<file path="config.mk">
export PLATFORM = sky130hd
export DESIGN_NAME = dhcp_reply_validator_flat
export DESIGN_NICKNAME = d
export VERILOG_FILES = /design/src/rtl/core/drv_pkg.sv /design/src/rtl/core/drv_byte_if.sv /design/src/rtl/core/drv_result_if.sv /design/src/rtl/core/dhcp_reply_validator.sv /design/src/flat_wrapper.sv
export SDC_FILE = /design/constraint.sdc
export NUM_CORES = 1
export LEC_CHECK = 0
export ABC_AREA = 1
export BUFFER_PORTS_ARGS = -buffer_cell sky130_fd_sc_hd__buf_2
export CAP_MARGIN = 30
export CORE_ASPECT_RATIO = 1.1
export CORE_MARGIN = 3
export CORE_UTILIZATION = 45
export DETAILED_ROUTE_END_ITERATION = 6
export PLACE_DENSITY = 0.66
export SYNTH_ARGS = -nofsm -noshare
export SYNTH_HDL_FRONTEND = slang
export SYNTH_SLANG_ARGS = --single-unit
</file>
<file path="constraint.sdc">
create_clock -name i_clk -period 5.2 [get_ports i_clk]
set_input_delay 1.04 -clock i_clk [delete_from_list [all_inputs] [get_ports i_clk]]
set_output_delay 1.04 -clock i_clk [all_outputs]
set_load 0.03 [all_outputs]
</file>
<file path="src/rtl/core/drv_pkg.sv">
`default_nettype none

package drv_pkg;

    // field widths
    localparam int BYTE_W    = 8;
    localparam int XID_W     = 32;
    localparam int VERDICT_W = 3;
    localparam int OPTB_W    = 9;

    // default size of the option area that is kept
    localparam int MAX_OPTION_BYTES_DEF = 312;

    // header layout
    localparam int HDR_LEN   = 236;
    localparam int OPT_START = 240;
    localparam int OP_POS    = 0;
    localparam int XID_FIRST = 4;
    localparam int XID_LAST  = 7;

    localparam logic [BYTE_W-1:0] OP_REPLY  = 8'd2;
    localparam logic [BYTE_W-1:0] OPT_PAD   = 8'd0;
    localparam logic [BYTE_W-1:0] OPT_END   = 8'd255;

    localparam logic [BYTE_W-1:0] COOKIE [4] = '{8'h63, 8'h82, 8'h53, 8'h63};

    // verdict codes
    localparam logic [VERDICT_W-1:0] VERDICT_ACCEPT    = 3'd0;
    localparam logic [VERDICT_W-1:0] VERDICT_NOT_REPLY = 3'd1;
    localparam logic [VERDICT_W-1:0] VERDICT_XID_BAD   = 3'd2;
    localparam logic [VERDICT_W-1:0] VERDICT_COOKIE    = 3'd3;
    localparam logic [VERDICT_W-1:0] VERDICT_NO_END    = 3'd4;

    // byte idx of the xid, idx 0 is the most significant byte
    function automatic logic [BYTE_W-1:0] xid_byte(logic [XID_W-1:0] xid, logic [1:0] idx);
        logic [XID_W-1:0] sh;
        sh = xid >> {~idx, 3'b000};
        return sh[BYTE_W-1:0];
    endfunction

endpackage

`default_nettype wire

</file>
<file path="src/rtl/core/drv_byte_if.sv">
`default_nettype none

interface drv_byte_if import drv_pkg::*; ();
    logic              valid;
    logic              ready;
    logic [BYTE_W-1:0] payload_byte;
    logic              is_last;

    modport source (output valid, output payload_byte, output is_last, input ready);
    modport sink   (input valid, input payload_byte, input is_last, output ready);
endinterface

`default_nettype wire

</file>
<file path="src/rtl/core/drv_result_if.sv">
`default_nettype none

interface drv_result_if import drv_pkg::*; ();
    logic                 valid;
    logic                 ready;
    logic [VERDICT_W-1:0] verdict;
    logic [OPTB_W-1:0]    option_bytes;

    modport source (output valid, output verdict, output option_bytes, input ready);
    modport sink   (input valid, input verdict, input option_bytes, output ready);
endinterface

`default_nettype wire

</file>
<file path="src/rtl/core/dhcp_reply_validator.sv">
// the verdict is registered with the last byte, in the skid entry if a result still waits
// throughput: 1 byte per cycle while the skid is free, from the combinational walk update
// a two-entry output (result register plus skid) keeps bytes flowing while a verdict waits
// reset: synchronous active-low i_rst_n clears the walk state, expected_xid and both
// output entries; no clearing pass, the block takes bytes in the first cycle after reset
`default_nettype none

module dhcp_reply_validator import drv_pkg::*; #(
    parameter int MAX_OPTION_BYTES = MAX_OPTION_BYTES_DEF
) (
    input  wire              i_clk,
    input  wire              i_rst_n,
    input  wire              i_cfg_we,
    input  wire [XID_W-1:0]  i_cfg_wdata,
    drv_byte_if.sink         i_byte,
    drv_result_if.source     o_result
);

    // sizes that follow from the kept option area
    localparam int KEEP_LIMIT = OPT_START + MAX_OPTION_BYTES;
    localparam int POS_W      = $clog2(KEEP_LIMIT + 1);
    localparam int OFF_W      = $clog2(MAX_OPTION_BYTES + 1);
    localparam int SUM_W      = $clog2(MAX_OPTION_BYTES + 256 + 1);
    localparam int OPTB_MAX   = (1 << OPTB_W) - 1;

    // configuration
    logic [XID_W-1:0] r_xid;

    // per-payload walk state
    logic [POS_W-1:0] r_pos,      n_pos;
    logic             r_op_ok,    n_op_ok;
    logic             r_xid_ok,   n_xid_ok;
    logic             r_ck_ok,    n_ck_ok;
    logic [OFF_W-1:0] r_tag_off,  n_tag_off;
    logic             r_len_pend, n_len_pend;
    logic             r_end,      n_end;

    // output register and skid entry
    logic                 r_out_valid;
    logic [VERDICT_W-1:0] r_out_verdict;
    logic [OPTB_W-1:0]    r_out_optb;
    logic                 r_skd_valid;
    logic [VERDICT_W-1:0] r_skd_verdict;
    logic [OPTB_W-1:0]    r_skd_optb;

    logic                 in_fire;
    logic                 out_fire;
    logic                 res_load;
    logic [OFF_W-1:0]     opt_off;
    logic [SUM_W-1:0]     skip_sum;
    logic [POS_W-1:0]     opt_len;
    logic                 xid_final;
    logic [VERDICT_W-1:0] res_verdict;
    logic [OPTB_W-1:0]    res_optb;

    // a new transaction is blocked only while both output entries are full
    assign i_byte.ready = !r_skd_valid;
    assign in_fire      = i_byte.valid && i_byte.ready;
    assign out_fire     = r_out_valid && o_result.ready;
    assign res_load     = in_fire && i_byte.is_last;

    assign o_result.valid        = r_out_valid;
    assign o_result.verdict      = r_out_verdict;
    assign o_result.option_bytes = r_out_optb;

    // offset into the option area, only meaningful when pos is in it
    assign opt_off  = OFF_W'(r_pos - POS_W'(OPT_START));
    assign skip_sum = SUM_W'(opt_off) + SUM_W'(i_byte.payload_byte) + SUM_W'(1);

    // walk update for one accepted byte
    always_comb begin
        n_pos      = r_pos;
        n_op_ok    = r_op_ok;
        n_xid_ok   = r_xid_ok;
        n_ck_ok    = r_ck_ok;
        n_tag_off  = r_tag_off;
        n_len_pend = r_len_pend;
        n_end      = r_end;
        // bytes beyond the kept area are dropped, only their last mark counts
        if (in_fire && (r_pos < POS_W'(KEEP_LIMIT))) begin
            n_pos = r_pos + POS_W'(1);
            if (r_pos == POS_W'(OP_POS)) begin
                n_op_ok = (i_byte.payload_byte == OP_REPLY);
            end else if ((r_pos >= POS_W'(XID_FIRST)) && (r_pos <= POS_W'(XID_LAST))) begin
                if (i_byte.payload_byte != xid_byte(r_xid, r_pos[1:0])) begin
                    n_xid_ok = 1'b0;
                end
            end else if ((r_pos >= POS_W'(HDR_LEN)) && (r_pos < POS_W'(OPT_START))) begin
                // cookie starts on a multiple of four, low bits pick the byte
                if (i_byte.payload_byte != COOKIE[r_pos[1:0]]) begin
                    n_ck_ok = 1'b0;
                end
            end else if ((r_pos >= POS_W'(OPT_START)) && !r_end) begin
                if (r_len_pend) begin
                    // skip to the next tag, clamped to the end of the kept area
                    if (skip_sum > SUM_W'(MAX_OPTION_BYTES)) begin
                        n_tag_off = OFF_W'(MAX_OPTION_BYTES);
                    end else begin
                        n_tag_off = skip_sum[OFF_W-1:0];
                    end
                    n_len_pend = 1'b0;
                end else if (opt_off == r_tag_off) begin
                    if (i_byte.payload_byte == OPT_PAD) begin
                        n_tag_off = opt_off + OFF_W'(1);
                    end else if (i_byte.payload_byte == OPT_END) begin
                        n_end = 1'b1;
                    end else begin
                        n_len_pend = 1'b1;
                    end
                end
            end
        end
    end

    // verdict from the state after the last byte
    always_comb begin
        xid_final = n_xid_ok;
        // xid bytes that never arrived compare against zero
        for (int k = 0; k < 4; k++) begin
            if ((n_pos <= POS_W'(XID_FIRST + k)) &&
                (xid_byte(r_xid, 2'(k)) != '0)) begin
                xid_final = 1'b0;
            end
        end

        if (n_pos > POS_W'(OPT_START)) begin
            opt_len = n_pos - POS_W'(OPT_START);
        end else begin
            opt_len = '0;
        end

        if (opt_len > POS_W'(OPTB_MAX)) begin
            res_optb = OPTB_W'(OPTB_MAX);
        end else begin
            res_optb = OPTB_W'(opt_len);
        end

        if (!n_op_ok) begin
            res_verdict = VERDICT_NOT_REPLY;
        end else if (!xid_final) begin
            res_verdict = VERDICT_XID_BAD;
        end else if ((opt_len != '0) && !n_ck_ok) begin
            res_verdict = VERDICT_COOKIE;
        end else if ((opt_len != '0) && !n_end) begin
            res_verdict = VERDICT_NO_END;
        end else begin
            res_verdict = VERDICT_ACCEPT;
        end
    end

    // configuration register
    always_ff @(posedge i_clk) begin
        if (!i_rst_n) begin
            r_xid <= '0;
        end else if (i_cfg_we) begin
            r_xid <= i_cfg_wdata;
        end
    end

    // walk state, cleared after the last byte of a payload
    always_ff @(posedge i_clk) begin
        if (!i_rst_n || res_load) begin
            r_pos      <= '0;
            r_op_ok    <= 1'b0;
            r_xid_ok   <= 1'b1;
            r_ck_ok    <= 1'b1;
            r_tag_off  <= '0;
            r_len_pend <= 1'b0;
            r_end      <= 1'b0;
        end else begin
            r_pos      <= n_pos;
            r_op_ok    <= n_op_ok;
            r_xid_ok   <= n_xid_ok;
            r_ck_ok    <= n_ck_ok;
            r_tag_off  <= n_tag_off;
            r_len_pend <= n_len_pend;
            r_end      <= n_end;
        end
    end

    // output entry valids
    always_ff @(posedge i_clk) begin
        if (!i_rst_n) begin
            r_out_valid <= 1'b0;
            r_skd_valid <= 1'b0;
        end else if (r_skd_valid) begin
            // no new result can arrive while the skid is full
            if (out_fire) begin
                r_skd_valid <= 1'b0;
            end
        end else if (res_load) begin
            if (r_out_valid && !out_fire) begin
                r_skd_valid <= 1'b1;
            end else begin
                r_out_valid <= 1'b1;
            end
        end else if (out_fire) begin
            r_out_valid <= 1'b0;
        end
    end

    // output entry payloads
    always_ff @(posedge i_clk) begin
        if (r_skd_valid) begin
            if (out_fire) begin
                r_out_verdict <= r_skd_verdict;
                r_out_optb    <= r_skd_optb;
            end
        end else if (res_load) begin
            if (r_out_valid && !out_fire) begin
                r_skd_verdict <= res_verdict;
                r_skd_optb    <= res_optb;
            end else begin
                r_out_verdict <= res_verdict;
                r_out_optb    <= res_optb;
            end
        end
    end

`ifndef NO_ASSERTIONS
    // the skid only fills behind a waiting result
    a_skid_behind_out: assert property (@(posedge i_clk) disable iff (!i_rst_n)
        r_skd_valid |-> r_out_valid)
        else $error("skid entry valid without output entry");

    // a last byte always leaves a verdict waiting
    a_last_gives_result: assert property (@(posedge i_clk) disable iff (!i_rst_n)
        res_load |=> r_out_valid)
        else $error("no verdict after last byte");

    // a last byte restarts the walk
    a_last_clears: assert property (@(posedge i_clk) disable iff (!i_rst_n)
        res_load |=> (r_pos == '0) && !r_end && !r_len_pend)
        else $error("walk state not cleared after last byte");

    // position and tag offset stay inside the kept area
    a_walk_bounds: assert property (@(posedge i_clk) disable iff (!i_rst_n)
        (r_pos <= POS_W'(KEEP_LIMIT)) && (r_tag_off <= OFF_W'(MAX_OPTION_BYTES)))
        else $error("walk state beyond kept area");
`endif

endmodule

`default_nettype wire
</file>
<file path="src/flat_wrapper.sv">
// flat-port wrapper written by rule: the top's interface ports become plain ports
module dhcp_reply_validator_flat import drv_pkg::*;
#(
    parameter int MAX_OPTION_BYTES = MAX_OPTION_BYTES_DEF
)
  (i_clk, i_rst_n, i_cfg_we, i_cfg_wdata, i_byte_valid, i_byte_payload_byte, i_byte_is_last, i_byte_ready, o_result_valid, o_result_verdict, o_result_option_bytes, o_result_ready);
  drv_byte_if i_byte_i ();
  drv_result_if o_result_i ();
  input  wire i_clk;
  input  wire i_rst_n;
  input  wire i_cfg_we;
  input  wire [XID_W-1:0] i_cfg_wdata;
  input wire logic [$bits(i_byte_i.valid)-1:0] i_byte_valid;
  input wire logic [$bits(i_byte_i.payload_byte)-1:0] i_byte_payload_byte;
  input wire logic [$bits(i_byte_i.is_last)-1:0] i_byte_is_last;
  output wire logic [$bits(i_byte_i.ready)-1:0] i_byte_ready;
  output wire logic [$bits(o_result_i.valid)-1:0] o_result_valid;
  output wire logic [$bits(o_result_i.verdict)-1:0] o_result_verdict;
  output wire logic [$bits(o_result_i.option_bytes)-1:0] o_result_option_bytes;
  input wire logic [$bits(o_result_i.ready)-1:0] o_result_ready;
  assign i_byte_i.valid = i_byte_valid;
  assign i_byte_i.payload_byte = i_byte_payload_byte;
  assign i_byte_i.is_last = i_byte_is_last;
  assign i_byte_ready = i_byte_i.ready;
  assign o_result_valid = o_result_i.valid;
  assign o_result_verdict = o_result_i.verdict;
  assign o_result_option_bytes = o_result_i.option_bytes;
  assign o_result_i.ready = o_result_ready;
  dhcp_reply_validator #(.MAX_OPTION_BYTES(MAX_OPTION_BYTES)) u_core (.i_clk(i_clk), .i_rst_n(i_rst_n), .i_cfg_we(i_cfg_we), .i_cfg_wdata(i_cfg_wdata), .i_byte(i_byte_i), .o_result(o_result_i));
endmodule
</file>
==> qor.log, run 1 <==
qor: timing.totalNegativeSetupSlack 0 ps
qor: logic_synthesis.synthMostInstantiatedCell sky130_fd_sc_hd__nand2_1
qor: critical_path.critical_path_type reg2reg
qor: final_layout.syn_to_final_growth 12.6%
qor: critical_path.r2r-start u_core.r_pos[0]
qor: clock_network.numClockSinks 82
qor: route.drc 0
qor: global_route.global_route.usage.met1 27.5%
qor: logic_synthesis.syn-mean-instance-area 6.85 um^2
qor: logic_synthesis.synth-seq-cells 82
qor: pwr.power_per_cell_area 283 nW/um^2
qor: final_layout.post_route_cells_drive_above_1_share 15.6%
qor: logic_synthesis.synth_ff_type sky130_fd_sc_hd__dfxtp_1
qor: final_layout.layout.filler_cells 1116
qor: floorplanning.floorplan.die.width 108 um
qor: timing.final_setup_vio_count 0
qor: critical_path.worst_setup_path_end_kind register
qor: timing.unrepaired_setup_endpoints_after_global_routing false
qor: route.ant_nets 0
qor: timing.hold_viol_final 0
qor: critical_path.cp_slowest_cell sky130_fd_sc_hd__fa_1
qor: min_path.hold_path_startpoint u_core.r_end
qor: clock_network.clk_path_buf_depth 2
qor: final_layout.antenna_cells_inserted 0
qor: logic_synthesis.synth_cell_type_count 42
qor: pwr.worst_ir_drop_vdd 0.000182 V
qor: floorplanning.starting_density_of_the_core 46.7%
qor: floorplanning.floorplan.rows 40
qor: global_route.number_of_global_route_vias_before_repair 4628
qor: critical_path.critical_path_peak_fanout 26
qor: place.placedInstanceArea 5520 um^2
qor: run_status.status finished clean
qor: logic_synthesis.synth_async_sr_flop_share 0%
qor: global_route.grt_antenna_before_repair 0
qor: logic_synthesis.syn-cell-area 5160 um^2
qor: critical_path.startpoint u_core.r_pos[0]
qor: logic_synthesis.post-synth-top-area-cell sky130_fd_sc_hd__dfxtp_1
qor: timing.relSlewSlack 39.6%
qor: global_route.globalRouteTotalUtil 21.3%
qor: clock_network.post_cts_resize_count 0
qor: critical_path.critical_path.startpoint_type register
qor: logic_synthesis.most_frequent_cells_after_synthesis sky130_fd_sc_hd__nand2_1, sky130_fd_sc_hd__nor2_1, sky130_fd_sc_hd__inv_1
qor: logic_synthesis.yosys_warnings 0
qor: timing.fin_crit 3050 ps
qor: pwr.leakage 2.70 nW
qor: critical_path.cp_data_required_time 5430 ps
qor: clock_network.cts_tree done
qor: timing.max_freq 0.328 GHz
qor: route.dr_total_vias 5001
qor: place.globalplace.congestion 0.853
qor: timing.min_period_over_period 58.7%
qor: global_route.globalRoute.busiestLayer met2
qor: critical_path.cp.arrival 3290 ps
qor: logic_synthesis.synth.net_count 816
qor: clock_network.cts.htree.levels 3
qor: final_layout.final_net_count 865
qor: global_route.grtUsageMet2 36.5%
qor: route.route.detailed.wl_per_inst 13.9 um
qor: place.io_buffer_count 59
qor: global_route.grt-ovfl-total 0
qor: clock_network.clkSlewWorstSetupHoldPaths 70 ps
qor: logic_synthesis.post_synth_edffs 24
qor: clock_network.clock_insertion_delay_worst_skew 340 ps
qor: logic_synthesis.postSynthCellCount 753
qor: clock_network.cts_setup_buffers 0
qor: clock_network.cts_buffers 9
qor: route.wl 13.3 mm
qor: place.post-dp-hpwl 9.93 mm
qor: logic_synthesis.synth_sequential_area_ratio 36.5%
qor: timing.final_max_slew_viol_count 0
qor: route.detail_route.first_pass.iterations 5
qor: timing.finClkSkew 7.51 ps
qor: critical_path.reg2reg_setup_slack 2150 ps
qor: run.max_cap_viol_count 0
qor: floorplanning.pin_count 60
qor: route.initialDrtViolationCount 341
qor: floorplanning.overall_die_area 12800 um^2
qor: min_path.min-delay-path-class reg2reg
qor: route.ratio_of_routed_vias_to_standard_cells 5.24
qor: floorplanning.height_of_the_chip 118 um
qor: global_route.grt_pass1_wl 22.2 mm
qor: critical_path.cell_chain_of_the_critical_path buf_4 -> inv_2 -> ha_1 -> inv_1 -> fa_1 -> nand3_1 -> nand3_1 -> nand2_1 -> nand2_1 -> a21oi_1 -> xor2_1 -> nand2_1 -> o21bai_2 -> nand3_1 -> nand2_1 -> a21oi_1
qor: floorplanning.core_area 11100 um^2
qor: critical_path.slowest_delay 390 ps
qor: logic_synthesis.share_of_the_synthesized_area_in_the_top_cell_type 22.5%
qor: final_layout.stdcell_area 5810 um^2
qor: logic_synthesis.netlist_top_cells_area sky130_fd_sc_hd__dfxtp_1, sky130_fd_sc_hd__nand2_1, sky130_fd_sc_hd__edfxtp_1
qor: clock_network.root_buffer sky130_fd_sc_hd__clkbuf_16
qor: timing.max_slew.worst_pin.slew 904 ps
qor: global_route.gr-usage-met3 3.28%
qor: clock_network.cts-hold-fix-buffers 0
qor: critical_path.cp_common_cell sky130_fd_sc_hd__nand2_1
qor: global_route.grt_max_degree 36
-- path summary, 6_finish.rpt --
path / end / depth (start not counted)
max reg2reg: u_core.r_tag_off[5] / 16
min reg2reg: u_core.r_end / 2
min: u_core.r_end / 2
max: u_core.r_tag_off[5] / 16
-- routing by layer --
layer | share of wire (%) | vias up | wire, um
met1 | 45 | 2297 | 5980
met2 | 49 | 123 | 6550
met4 | 1.7 | 0 | 228
met3 | 4.0 | 18 | 530
li1 | - | 2563 | -
met5 | 0 | - | 0
-- kinds of logic after synthesis --
logic type | Yosys count | synth area share, %
flip-flops | 82 | 36.5
XOR/XNOR | 13 | 2.21
AND/OR/NAND/NOR | 445 | 37.9
adder cells (fa/ha/maj) | 17 | 4.27
buffers and inverters | 93 | 7.64
AO/OA/AOI/OAI | 103 | 11.5
-- per-stage QoR --
| step | instances | worst slack [ps] | util, % | power (mW) | hold WS, ps |
|---|---|---|---|---|---|
| final | 954 | 2150 | 52.5 | 1.64 | 508 |
| after global routing | 954 | 1820 | 52.5 | 1.73 | 550 |
| after CTS | 953 | 2200 | 52.5 | 1.65 | 513 |
| after detailed placement | 937 | 1860 | 49.9 | 1.05 | 495 |
| after global placement | 937 | 1890 | 49.9 | 1.04 | 488 |
| after floorplan | 753 | 2230 | - | 0.965 | 441 |
-- cells in the final DEF, fill, tap and decap left out, drive strengths merged --
cell     Yosys  layout
a21oi       26      26
a221oi       1       1
a31oi        5       5
buf         11      62
clkbuf      13       9
clkinv       1       7
dfxtp       58      58
edfxtp      24      24
fa           1       1
ha          16      16
inv         68      69
nand2      215     215
nand3       62      62
nand3b       4       4
nand4       16      16
nor2       124     124
nor3        11      11
nor3b        1       1
nor4         8       8
o2111ai      1       1
o211ai       1       1
o21a         2       2
o21ai       66      66
o21bai       1       1
or2          4       4
xnor2        5       5
xor2         8       8
-- critical path, delay by kind of cell, from the launching register on --
family | cells | cell delay [ps]
xor gates and xnor gates | 1 | 200
buffers and inverters | 3 | 630
and+or+nand+nor | 7 | 690
DFF | 1 | 300
adders and majority gates | 2 | 630
AOI/OAI and AO/OA | 3 | 490
-- report_power, final --
group | internal, mW | switching (mW) | leakage [nW]
sequential | 0.688 | 0.0267 | 0.703
clock | 0.328 | 0.278 | 0.139
combinational | 0.109 | 0.214 | 1.86
total | 1.12 | 0.519 | 2.70
-- layout make-up --
cell class | count | area (um^2) | area share [%]
flip-flops and latches | 82 | 1880 | 32.4
well taps | 147 | 184 | 3.17
inverters | 69 | 262 | 4.50
clock buffers | 9 | 225 | 3.88
repair buffers | 62 | 318 | 5.47
clock inverters | 7 | 55.1 | 0.948
multi-input cells | 578 | 2880 | 49.6
-- registers in the layout, summed over array words and instances (netlist names), 3 cells and up --
register and count:
u_core.o_result.verdict 3, u_core.r_skd_verdict 3, u_core.r_pos 10, u_core.r_xid 32, u_core.o_result.option_bytes 9, u_core.r_tag_off 9, u_core.r_skd_optb 9
(Power assumes the default switching activity.)
==> run 2, diff against run 1 <==
- PLACE_DENSITY: 0.66 -> 0.69
- clock period: 5.2 -> 2.6 ns (I/O delays scaled with it)
==> qor.log, run 2 (same netlist as run 1, synthesis figures left out) <==
qor: timing.max_slew.worst_pin.slew 854 ps
qor: final_layout.final_common_cell sky130_fd_sc_hd__nand2_1
qor: floorplanning.overall_die_area 12800 um^2
qor: clock_network.cts.htree.levels 3
qor: timing.finClkSkew 9.92 ps
qor: min_path.holdPathStages 3
qor: final_layout.syn_to_final_growth 19.2%
qor: critical_path.critical_path_peak_fanout 8
qor: critical_path.cp_common_cell sky130_fd_sc_hd__nand2_1
qor: route.drc 0
qor: pwr.leakage 2.85 nW
qor: place.post-dp-hpwl 10.3 mm
qor: final_layout.layout_common_cells sky130_fd_sc_hd__nand2_1, sky130_fd_sc_hd__nor2_1, sky130_fd_sc_hd__inv_1, sky130_fd_sc_hd__buf_2, sky130_fd_sc_hd__nand3_1
qor: pwr.internal_power 2.35 mW
qor: pwr.power.clock.fraction 36.7%
qor: floorplanning.height_of_the_chip 118 um
qor: route.ratio_of_routed_vias_to_standard_cells 5.17
qor: critical_path.cell_depth_of_the_worst_flop_to_flop_path 15
qor: pwr.power_switching 1.10 mW
qor: min_path.min-delay-path-class in2reg
qor: place.placedInstanceArea 5720 um^2
qor: timing.final_max_slew_viol_count 0
qor: clock_network.numClockSinks 82
qor: clock_network.cts_buffers 9
qor: global_route.grt_pass1_wl 22.4 mm
qor: clock_network.clock_insertion_delay_worst_skew 340 ps
qor: timing.max_freq 0.407 GHz
qor: pwr.power.share.switching 31.9%
qor: place.placed_cells 962
qor: run.max_cap_viol_count 0
qor: global_route.grt-ovfl-total 0
qor: floorplanning.floorplan.die.width 108 um
qor: critical_path.cp_slowest_cell sky130_fd_sc_hd__dfxtp_2
qor: clock_network.cts-hold-fix-buffers 0
qor: floorplanning.starting_density_of_the_core 46.7%
qor: final_layout.antenna_cells_inserted 0
qor: final_layout.stdcell_area 6150 um^2
qor: run_status.status finished clean
qor: final_layout.layout.filler_cells 1058
qor: critical_path.cp_data_required_time 2830 ps
qor: route.route.detailed.wl_per_inst 13.6 um
qor: critical_path.cp.arrival 2690 ps
qor: timing.unrepaired_setup_endpoints_after_global_routing true
qor: final_layout.final_net_count 893
qor: global_route.number_of_global_route_vias_before_repair 4753
qor: floorplanning.pin_count 60
qor: critical_path.worst_setup_path_end_kind register
qor: pwr.total_power 3.45 mW
qor: pwr.power.share.combinational 22.0%
qor: route.wl 13.3 mm
qor: global_route.globalRouteTotalUtil 21.5%
qor: critical_path.critical_path.startpoint_type register
qor: timing.final_setup_vio_count 0
qor: min_path.holdPathEnd u_core.r_xid[10]
qor: critical_path.cp_buf_inv_count 2
qor: timing.relSlewSlack 43.0%
qor: timing.min_period_over_period 94.6%
qor: route.ant_nets 0
qor: critical_path.r2r-start u_core.r_pos[0]
qor: critical_path.reg2reg_setup_slack 140 ps
qor: timing.hold_viol_final 0
qor: critical_path.rr_endpoint u_core.r_tag_off[4]
qor: route.initialDrtViolationCount 256
qor: global_route.grt_max_degree 35
qor: critical_path.slowest_delay 350 ps
qor: clock_network.clkSlewWorstSetupHoldPaths 70 ps
qor: timing.fin_crit 2460 ps
qor: pwr.worst_ir_drop_vdd 0.000395 V
qor: route.detail_route.first_pass.iterations 5
qor: floorplanning.core_area 11100 um^2
qor: place.io_buffer_count 59
qor: final_layout.registers_with_the_most_flip_flops u_core.r_xid (32), u_core.r_pos (10)
qor: critical_path.worst_path_dominant_cell_family simple AND/OR/NAND/NOR gates
qor: final_layout.post_route_cells_drive_above_1_share 20.8%
qor: pwr.seq_power_share 41.2%
qor: floorplanning.floorplan.rows 40
qor: critical_path.critical_path_type reg2reg
qor: final_layout.largest_reg_flops 32
qor: clock_network.root_buffer sky130_fd_sc_hd__clkbuf_16
qor: critical_path.cell_chain_of_the_critical_path inv_2 -> ha_2 -> inv_1 -> fa_2 -> nand3_1 -> nand3_1 -> nand2_1 -> nand2_1 -> a21oi_2 -> xor2_1 -> nand2_1 -> o21bai_4 -> nand3_1 -> nand2_1 -> a21oi_1
qor: final_layout.final_cells 982
qor: route.dr_total_vias 5077
qor: timing.totalNegativeSetupSlack 0 ps
qor: clock_network.cts_tree done
qor: clock_network.clk_path_buf_depth 2
qor: place.globalplace.congestion 0.883
qor: global_route.grt_antenna_before_repair 0
qor: final_layout.registers.top_by_ff_count u_core.r_xid
qor: min_path.hold_path_startpoint i_cfg_wdata[10]
qor: pwr.power_per_cell_area 561 nW/um^2
[run 2: through the flow]
step | hold slack (ps) | util, % | setup WS (ps)
after detailed placement | 476 | 51.7 | -146
after global placement | 468 | 51.7 | -37.4
final | 400 | 55.6 | 140
after floorplan | 441 | - | 24.7
after CTS | 390 | 54.4 | 14.2
after global routing | 410 | 55.6 | -29.1
[run 2: worst max-delay path by stage]
stage | startpoint | endpoint | slack, ps | depth (start not counted)
after CTS | u_core.r_pos[4] | u_core.r_tag_off[4] | 10 | 15
final | u_core.r_pos[0] | u_core.r_tag_off[4] | 140 | 15
after global routing | u_core.r_pos[0] | u_core.r_tag_off[5] | -30 | 15
after floorplan | u_core.r_pos[0] | u_core.r_tag_off[5] | 20 | 18
after detailed placement | i_byte_payload_byte[0] | u_core.r_tag_off[4] | -150 | 16
after global placement | i_byte_payload_byte[0] | u_core.r_tag_off[3] | -40 | 16
[run 2: layer usage]
layer / part of all wire, % / up-vias / global-route usage, %
met5: 0 / - / 0
met4: 2.3 / 0 / 8.21
met3: 4.6 / 24 / 3.44
met2: 50 / 122 / 35.6
met1: 43 / 2307 / 27.9
li1: - / 2624 / -
[run 2: timing repair]
action | 4_1_cts | 5_1_grt
endpoints found under the setup margin | 0 | 26
setup buffers | 0 | 4
resized for setup | 0 | 26
[run 2: power groups by stage]
stage | combinational [mW] | sequential, mW | clock [mW]
final | 0.760 | 1.42 | 1.27
after floorplan | 0.478 | 1.46 | 0
after detailed placement | 0.703 | 1.45 | 0
after CTS | 0.708 | 1.42 | 1.29
after global placement | 0.689 | 1.45 | 0
after global routing | 0.853 | 1.43 | 1.35
[run 2: cell type report]
cell class                 instances  area (um^2)  share of cell area [%]
clock inverter                     7         71.3                    1.16
multi-input combinational        578         2990                    48.6
inverter                          69          264                    4.29
tap                              147          184                    2.99
clock buffer                       9          225                    3.66
timing repair buffer              90          528                    8.58
sequential                        82         1890                    30.7
[run 2: worst min-delay path: cells and delay by family]
kind / cells / cell delay, ps
and+or+nand+nor: 2 / 110
buffers and inverters: 1 / 70
==> run 3, diff against run 2 <==
- PLACE_DENSITY: 0.69 -> 0.66
- clock period: 2.6 -> 2.61 ns (I/O delays scaled with it)
==> qor.log, run 3 (same netlist as run 1, synthesis figures left out) <==
qor: min_path.hold_path_startpoint i_cfg_wdata[10]
qor: critical_path.worst_setup_path_end_kind register
qor: place.globalplace.congestion 0.902
qor: timing.fin_crit 2450 ps
qor: global_route.globalRouteTotalUtil 21.4%
qor: timing.finClkSkew 14.7 ps
qor: route.detail_route.first_pass.iterations 5
qor: route.drc 0
qor: floorplanning.pin_count 60
qor: critical_path.reg2reg_setup_slack 160 ps
qor: min_path.min-delay-path-class in2reg
qor: global_route.number_of_global_route_vias_before_repair 4819
qor: clock_network.numClockSinks 82
qor: floorplanning.core_area 11100 um^2
qor: critical_path.cp_data_required_time 2840 ps
qor: floorplanning.floorplan.rows 40
qor: timing.unrepaired_setup_endpoints_after_global_routing true
qor: final_layout.final_net_count 891
qor: floorplanning.overall_die_area 12800 um^2
qor: route.route.detailed.wl_per_inst 13.7 um
qor: critical_path.rr_endpoint u_core.r_tag_off[5]
qor: route.ratio_of_routed_vias_to_standard_cells 5.19
qor: clock_network.root_buffer sky130_fd_sc_hd__clkbuf_16
qor: pwr.worst_ir_drop_vdd 0.000465 V
qor: min_path.holdPathStages 3
qor: floorplanning.starting_density_of_the_core 46.7%
qor: clock_network.clkSlewWorstSetupHoldPaths 70 ps
qor: final_layout.antenna_cells_inserted 0
qor: pwr.leakage 2.85 nW
qor: clock_network.cts.htree.levels 3
qor: final_layout.registers.top_by_ff_count u_core.r_xid
qor: critical_path.critical_path_peak_fanout 8
qor: critical_path.critical_path_type reg2reg
qor: timing.final_max_slew_viol_count 0
qor: floorplanning.floorplan.die.width 108 um
qor: global_route.grt_max_degree 34
qor: final_layout.final_common_cell sky130_fd_sc_hd__nand2_1
qor: timing.relSlewSlack 41.1%
qor: final_layout.layout.filler_cells 1061
qor: floorplanning.height_of_the_chip 118 um
qor: critical_path.cell_depth_of_the_worst_flop_to_flop_path 15
qor: critical_path.critical_path.startpoint_type register
qor: timing.totalNegativeSetupSlack 0 ps
qor: place.post-dp-hpwl 10.3 mm
qor: timing.max_freq 0.408 GHz
qor: clock_network.clock_insertion_delay_worst_skew 350 ps
qor: critical_path.cp.arrival 2690 ps
qor: final_layout.registers_with_the_most_flip_flops u_core.r_xid (32), u_core.r_pos (10)
qor: global_route.grt_pass1_wl 22.2 mm
qor: route.dr_total_vias 5091
qor: pwr.power_per_cell_area 572 nW/um^2
qor: final_layout.largest_reg_flops 32
qor: final_layout.syn_to_final_growth 18.3%
qor: timing.max_slew.worst_pin.slew 882 ps
qor: critical_path.r2r-start u_core.r_pos[0]
qor: place.io_buffer_count 59
qor: run.max_cap_viol_count 0
qor: global_route.grt-ovfl-total 0
qor: clock_network.clk_path_buf_depth 2
qor: route.wl 13.4 mm
qor: run_status.status finished clean
qor: timing.final_setup_vio_count 0
qor: global_route.grt_antenna_before_repair 0
qor: final_layout.layout_common_cells sky130_fd_sc_hd__nand2_1, sky130_fd_sc_hd__nor2_1, sky130_fd_sc_hd__inv_1, sky130_fd_sc_hd__buf_2, sky130_fd_sc_hd__nand3_1
qor: route.initialDrtViolationCount 222
qor: final_layout.final_util 55.2%
qor: timing.hold_viol_final 0
qor: final_layout.post_route_cells_drive_above_1_share 20.3%
qor: timing.min_period_over_period 94.0%
qor: clock_network.cts_tree done
qor: route.ant_nets 0
qor: min_path.holdPathEnd u_core.r_xid[10]
qor: clock_network.cts_buffers 9
qor: clock_network.cts-hold-fix-buffers 0
==> run 3: stage by stage <==
step	instances	total power [mW]	hold WS (ps)	cell area [um^2]	setup WS, ps
floorplan	753	1.92	441	5160	0.958
global placement	963	2.13	484	5730	-73.1
detailed placement	963	2.14	483	5730	-145
CTS	979	3.49	393	6050	23.1
global route	980	3.68	394	6100	-44.3
finish	980	3.49	398	6100	157
==> run 3: layout make-up <==
| type | instances | area (um^2) | share of cell area (%) |
|---|---|---|---|
| multi-input cells | 578 | 2930 | 47.9 |
| inverters | 69 | 262 | 4.28 |
| clock inverters | 7 | 92.6 | 1.52 |
| well taps | 147 | 184 | 3.01 |
| clock buffers | 9 | 225 | 3.69 |
| repair buffers | 88 | 526 | 8.61 |
| flip-flops and latches | 82 | 1890 | 30.9 |
==> run 3: how the worst max path moves through the flow <==
stage                                 from                         end  slack (ps)  cells past startpoint
floorplan                  u_core.r_pos[0]         u_core.r_tag_off[5]           1                     18
finish                     u_core.r_pos[0]         u_core.r_tag_off[5]         160                     15
global placement    i_byte_payload_byte[0]         u_core.r_tag_off[4]         -70                     16
CTS                        u_core.r_pos[4]  u_core.o_result.verdict[1]          20                     18
detailed placement  i_byte_payload_byte[0]         u_core.r_tag_off[3]        -140                     16
global route               u_core.r_pos[0]         u_core.r_tag_off[4]         -40                     15
==> run 3: where the power goes <==
| part | internal (mW) | total, mW | leakage (nW) | switching (mW) |
|---|---|---|---|---|
| combinational | 0.270 | 0.723 | 1.99 | 0.453 |
| sequential | 1.37 | 1.42 | 0.705 | 0.0471 |
| clock | 0.770 | 1.35 | 0.156 | 0.581 |
==> run 3: critical path, stage by stage (launching register included) <==
cell	delay, ps
sky130_fd_sc_hd__dfxtp_2	340
sky130_fd_sc_hd__inv_2	100
sky130_fd_sc_hd__ha_1	160
sky130_fd_sc_hd__inv_1	70
sky130_fd_sc_hd__fa_1	420
sky130_fd_sc_hd__nand3_2	100
sky130_fd_sc_hd__nand3_2	70
sky130_fd_sc_hd__nand2_1	80
sky130_fd_sc_hd__nand2_1	70
sky130_fd_sc_hd__a21oi_2	130
sky130_fd_sc_hd__xor2_1	210
sky130_fd_sc_hd__nand2_1	130
sky130_fd_sc_hd__o21bai_4	230
sky130_fd_sc_hd__nand3_1	100
sky130_fd_sc_hd__nand2_1	80
sky130_fd_sc_hd__a21oi_1	60
==> run 3: timing repair <==
action                                  4_1_cts  5_1_grt
resized for setup                             0       18
endpoints found under the setup margin        0       28
setup buffers                                 0        1
==> run 3: layer usage <==
metal  wire [um]  GRT usage, %  part of all wire, %
met5           0             0                    0
met4         350          7.97                  2.6
met3         522          3.55                  3.9
met2        6610          36.9                   49
met1        5920          26.6                   44
